`src/rtl/core/adaptive_state_feedback_controller_unit_assert.svh`:
```
// Assertion macros for the adaptive state feedback controller
`ifndef ADAPTIVE_STATE_FEEDBACK_CONTROLLER_UNIT_ASSERT_SVH
`define ADAPTIVE_STATE_FEEDBACK_CONTROLLER_UNIT_ASSERT_SVH
`ifndef SYNTHESIS
`define ASFC_ASSERT_NOW(label, clk, rst, pre, post) \
   label: assert property (@(posedge clk) disable iff (rst) (pre) |-> (post)) \
      else $error("assertion failed");
`define ASFC_ASSERT_NEXT(label, clk, rst, pre, post) \
   label: assert property (@(posedge clk) disable iff (rst) (pre) |=> (post)) \
      else $error("assertion failed");
`else
`define ASFC_ASSERT_NOW(label, clk, rst, pre, post)
`define ASFC_ASSERT_NEXT(label, clk, rst, pre, post)
`endif
`endif

```
`src/rtl/core/asfc_pkg.sv`:
```
// Shared types and constants of the adaptive state feedback controller
package asfc_pkg;

   localparam int FRAC_BITS = 16;
   localparam int NUM_GAINS = 4;
   localparam int WORD_W    = 32;
   localparam int X_W       = WORD_W + 1;
   localparam int PROD_W    = WORD_W + X_W - FRAC_BITS;
   localparam int SUM_W     = PROD_W + 2;
   localparam int LR_W      = 21;
   localparam int MOM_W     = 17;
   localparam int LIM_W     = 24;
   localparam int DRIVE_W   = 25;
   localparam int DIV_STEPS = WORD_W - 1;
   localparam int CNT_W     = $clog2(DIV_STEPS + 1);

   localparam logic [1:0] CSR_LEARN_RATE  = 2'd0;
   localparam logic [1:0] CSR_MOMENTUM    = 2'd1;
   localparam logic [1:0] CSR_DRIVE_LIMIT = 2'd2;

   localparam logic signed [WORD_W-1:0] RESET_GAIN [NUM_GAINS] = '{
      WORD_W'(15 * (2 ** FRAC_BITS)),
      WORD_W'(12 * (2 ** FRAC_BITS)),
      WORD_W'(-25 * (2 ** FRAC_BITS)),
      WORD_W'(-3 * (2 ** FRAC_BITS))
   };
   localparam logic [LIM_W-1:0] RESET_LIMIT = LIM_W'(10 * (2 ** FRAC_BITS));

   typedef enum logic [2:0] {
      ST_IDLE, ST_MUL, ST_DINIT, ST_DIV, ST_UPD, ST_SUM, ST_DONE
   } state_type;

   typedef struct packed {
      logic load;
      logic mul;
      logic dinit;
      logic dstep;
      logic upd;
      logic sum;
   } lane_ctrl_type;

   typedef struct packed {
      logic              adapt_enable;
      logic signed [31:0] plant_state_0;
      logic signed [31:0] plant_state_1;
      logic signed [31:0] plant_state_2;
      logic signed [31:0] plant_state_3;
   } req_type;

   typedef struct packed {
      logic signed [24:0] drive;
      logic signed [31:0] gain_out_0;
      logic signed [31:0] gain_out_1;
      logic signed [31:0] gain_out_2;
      logic signed [31:0] gain_out_3;
      logic               zero_gain_fault;
   } rsp_type;

endpackage

```
`src/rtl/core/asfc_merge.sv`:
```
// Sums the lane products into the drive and clamps it
module asfc_merge (
   input  logic signed [asfc_pkg::PROD_W-1:0] prod [asfc_pkg::NUM_GAINS],
   input  logic [asfc_pkg::LIM_W-1:0]         drive_limit,
   output logic signed [asfc_pkg::DRIVE_W-1:0] drive
);
   localparam int SW = asfc_pkg::SUM_W;

   logic signed [SW-1:0] s01, s23, total, lim;

   always_comb begin
      s01   = SW'(prod[0]) + SW'(prod[1]);
      s23   = SW'(prod[2]) + SW'(prod[3]);
      total = s01 + s23;
      lim   = SW'(drive_limit);
      if (total > lim) begin
         drive = asfc_pkg::DRIVE_W'(lim);
      end else if (total < -lim) begin
         drive = asfc_pkg::DRIVE_W'(-lim);
      end else begin
         drive = asfc_pkg::DRIVE_W'(total);
      end
   end

endmodule

```
`config.mk`:
```
export PLATFORM = sky130hd
export DESIGN_NAME = asfc_merge
export DESIGN_NICKNAME = d
export VERILOG_FILES = /design/src/rtl/core/adaptive_state_feedback_controller_unit_assert.svh /design/src/rtl/core/asfc_pkg.sv /design/src/rtl/core/asfc_merge.sv
export SDC_FILE = /design/constraint.sdc
export NUM_CORES = 1
export LEC_CHECK = 0
export BUFFER_PORTS_ARGS = -buffer_cell sky130_fd_sc_hd__buf_2
export CORE_MARGIN = 8
export CORE_UTILIZATION = 60
export DETAILED_ROUTE_END_ITERATION = 16
export PLACE_DENSITY = 0.95
export SLEW_MARGIN = 0
export SYNTH_ARGS = -nofsm -noshare
export SYNTH_HDL_FRONTEND = slang
export SYNTH_SLANG_ARGS = --single-unit
```
`constraint.sdc`:
```
create_clock -name vclk -period 14.6
set_input_delay 0.73 -clock vclk [all_inputs]
set_output_delay 0.73 -clock vclk [all_outputs]
set_load 0.1 [all_outputs]
```
# Word-level counts from Yosys, hierarchy flattened
# Index checks and enable logic that the tools add are counted.
# word_totals
ram_bits	0
reg_bits	0
memories	0
latch_bits	0
romBits	0
output_inout_bits	25
# op_classes
n_shift	0
div	0
multipliers	0
reduce_logical	0
n_mux	2
bitwise	0
eq_ne	0
order_cmp	2
add_sub_neg	4
# ops
op	n
49-bit by 49-bit adder with 50-bit output	2
50-bit by 50-bit adder with 51-bit output	1
51-bit by 25-bit greater-than comparator with 1-bit output	1
51-bit less-than comparator	1
24-bit negator with 51-bit output	1
25-bit 2-to-1 mux	2

# Logic depth before layout (Yosys ltp)
# logic_depth
word_depth	5
ltp_mapped	31
depth_no_buf	29

# Worst setup path before layout
# OpenSTA, ideal clock, no wires.
# synth_path
path_type	input to output
start	input prod[1] in the netlist's numbering
end	output drive[1] in the netlist's numbering
cell_stages	30
setup_slack_ps	6216
arrival_ps	7654
required_ps	13870
path_cell_list	inv_1 > fa_1 > inv_1 > fa_1 > ha_1 > inv_1 > fa_1 > nand2b_1 > a21oi_1 > or2_1 > nand3_1 > a211oi_2 > o21ai_1 > a211oi_1 > o21ai_0 > and2_1 > ha_1 > nand4_1 > nor3_1 > a21o_1 > a21oi_1 > a311oi_1 > nand2_1 > maj3_2 > a21oi_2 > or2_1 > buf_6 > buf_6 > nand2_1 > a31oi_1
# synth_via
elab_chain_len	5
# synth_lines
element	line_no	text
from (decl)	asfc_merge.sv:3	input logic signed [asfc_pkg::PROD_W-1:0] prod [asfc_pkg::NUM_GAINS],
49-bit by 49-bit adder with 50-bit output (*)	asfc_merge.sv:13	s23 = SW'(prod[2]) + SW'(prod[3]);
50-bit by 50-bit adder with 51-bit output (*)	asfc_merge.sv:14	total = s01 + s23;
51-bit less-than comparator	asfc_merge.sv:18	end else if (total < -lim) begin
25-bit 2-to-1 mux	asfc_merge.sv:18	
25-bit 2-to-1 mux (*)	asfc_merge.sv:16	if (total > lim) begin
to (decl)	asfc_merge.sv:5	output logic signed [asfc_pkg::DRIVE_W-1:0] drive
# Mark *: on every way between the ends. The rest lies on a longest branch, timed or not.

# Final worst setup path
# layout_path
start	input prod[27] in the netlist's numbering
end	output drive[14] in the netlist's numbering
# Same word-level chain as after synthesis.

==> results.ini <==
[timing]
tns_ns = 0
relSlewSlack = 0.349
fin_crit_sh = 0.629
slew_viol_final = 0
fmax_mhz = 109
rsz0062_at_grt = false
worstMarginPinSlew_ns = 0.977
setup_viol = 0
min_period_ns = 9.18
hold_viol_final = 0

[finish]
final_core_util = 0.702
diodes = 0
layout_common_cells = 264 x inv_1, 245 x buf_2, 121 x ha_1
area_delta_synth_final_pct = 14.4
nFillCells = 1241
clockBufferCount = 0
ff_latch_area_sq_um = 0
final_common_cell = inv_1
design.seq.count = 0
multiInputGateArea_sq_um = 7750
drive_above_1_share = 0.197
nets = 1847

[critical_path]
crit_top_cell = a21oi_1
crit_path_start_kind = input port
cp_num_cells = 28
worstSetupEndpointType = output port
critPathCapture = drive[14]
cp_max_fo = 27
cpPeakStageDelay_ns = 0.83
worst_ep_arrival_time_ns = 8.45
critPathBufInv = 4
crit_family = compound AO/OA/AOI/OAI gates
critPathLaunch = prod[27]
required_ns = 13.87
criticalPathCategory = in2out
slowest_stage = or2_1

[grt]
antenna_found_initial = 0
grt_pass1_vias = 9506
globalRouteMet3Util = 0.0312
grt-busiest-layer = met2
grt_pass1_wl_um = 42800
met1_usage = 0.311
track_usage = 0.269
grt_remaining_overflow = 0
grt_max_degree = 41
grt_use_met2 = 0.506

[floorplan]
die_h_um = 138
core_area_sq_um = 14500
ios = 245
initial_core_util = 0.613
rows = 44
die_w_um = 138
die_area_sq_um = 19000

[run_status]
status = complete, no violations

[power_and_ir_drop]
p_per_area_nw_per_um2 = 188
ir_drop_mv = 0.288
p_leak_nw = 5.59

[hold_path]
hp-class = in2out

[yosys]
yosys-top-cells-area = fa_1 22%, ha_1 17%, inv_1 11%, a21oi_1 4.5%, nand2_1 3.5%
synth_cell_types = 82
synthesis.nets = 1629
yosysTopAreaCell = fa_1
yosysSeqAreaShare = 0
ys_warn_count = 0
synth_top_area_share = 0.222
avgSynthCellArea_sq_um = 7.50
syn-cell-area_sq_um = 8910
synth_cells = 1189

[clock_network]
postCtsHoldBufs = 0
cts_setup_buffers = 0
ctsResizeCount = 0

[drt]
drtPass1Iterations = 5
vias = 9239
ant_nets = 0
wl_per_cell_um = 16.4
drt-total-wl_um = 26100
drc = 0
drt-initial-drc-count = 518
vias_per_cell = 5.81

[flow_run]
maxCapViolCount = 0

[place]
place.port_buffers = 245
place_congestion = 0.933
dp_hpwl_um = 23200

==> cells in the mapped netlist (5+ instances only) <==
master	count
xor2_1	15
ha_1	121
nand4_1	21
nor3_1	31
nor2b_1	13
o31ai_1	6
o2111ai_1	6
a21oi_1	81
mux2i_1	12
and2_1	14
o21a_1	7
o211ai_1	11
o21bai_1	7
fa_1	99
a311oi_1	5
nand3_1	26
o22ai_1	5
nand2b_1	8
a22oi_1	7
inv_1	264
a31oi_1	7
and4_1	5
o21ai_0	55
or3_1	6
o21ai_1	9
a21boi_0	5
xnor2_1	34
a211oi_1	5
buf_2	8
nor2_1	52
and3_1	11
clkbuf_1	14
a21o_1	28
nor3b_1	12
nand2_1	84
mux2_2	9
nor4_1	12
==> metrics by stage <==
step	hold WS [ns]	power, mW	cell area [sq um]	setup slack [ns]	std cells
after floorplan	1.77	1.52	8910	6.22	1189
after global placement	1.98	1.86	10200	5.80	1589
after detailed placement	1.99	1.89	10200	5.64	1589
after CTS	1.99	1.90	10200	5.60	1589
after global routing	2.02	2.08	10200	4.96	1589
final	1.98	1.92	10200	5.42	1589
==> layout make-up <==
class                           instances  area share
Tap cell                              184      0.0226
Multi-Input combinational cell        895       0.759
Timing Repair Buffer                  246       0.121
Inverter                              264      0.0971
==> metal layers <==
metal  share of wire  vias to the layer above
met5               0                        -
met4           0.029                        0
met3           0.072                       57
met2            0.50                      381
met1            0.40                     4304
li1                -                     4497
==> worst min-delay path by stage <==
stage / startpoint / depth (start not counted) / slack, ns / end
final: drive_limit[1] / 4 / 1.98 / drive[1]
after global routing: drive_limit[19] / 4 / 2.02 / drive[19]
after CTS: drive_limit[1] / 4 / 1.99 / drive[1]
after detailed placement: drive_limit[1] / 4 / 1.99 / drive[1]
after global placement: drive_limit[19] / 4 / 1.98 / drive[19]
after floorplan: drive_limit[4] / 2 / 1.77 / drive[4]
==> worst min-delay path, cell delays in order <==
cell	delay (ns)
buf_2	0.11
nor2_1	0.09
a31oi_1	0.04
buf_2	0.28
==> where the power goes <==
part           internal, mW  switching (mW)  leakage [nW]  total (mW)
combinational         0.585            1.33          5.59        1.92
clock                     0               0             0           0
sequential                0               0             0           0
==> logic make-up (layout without fill, tap and decap cells) <==
kind of cell / count (synthesis) / in the layout / share of synthesized area
mux: 22 / 22 / 0.0265
compound gates: 289 / 289 / 0.215
fa+ha+maj: 222 / 222 / 0.395
simple gates: 313 / 313 / 0.184
buf+inv: 294 / 510 / 0.131
xor+xnor: 49 / 49 / 0.0481
(Power assumes the default switching activity.)
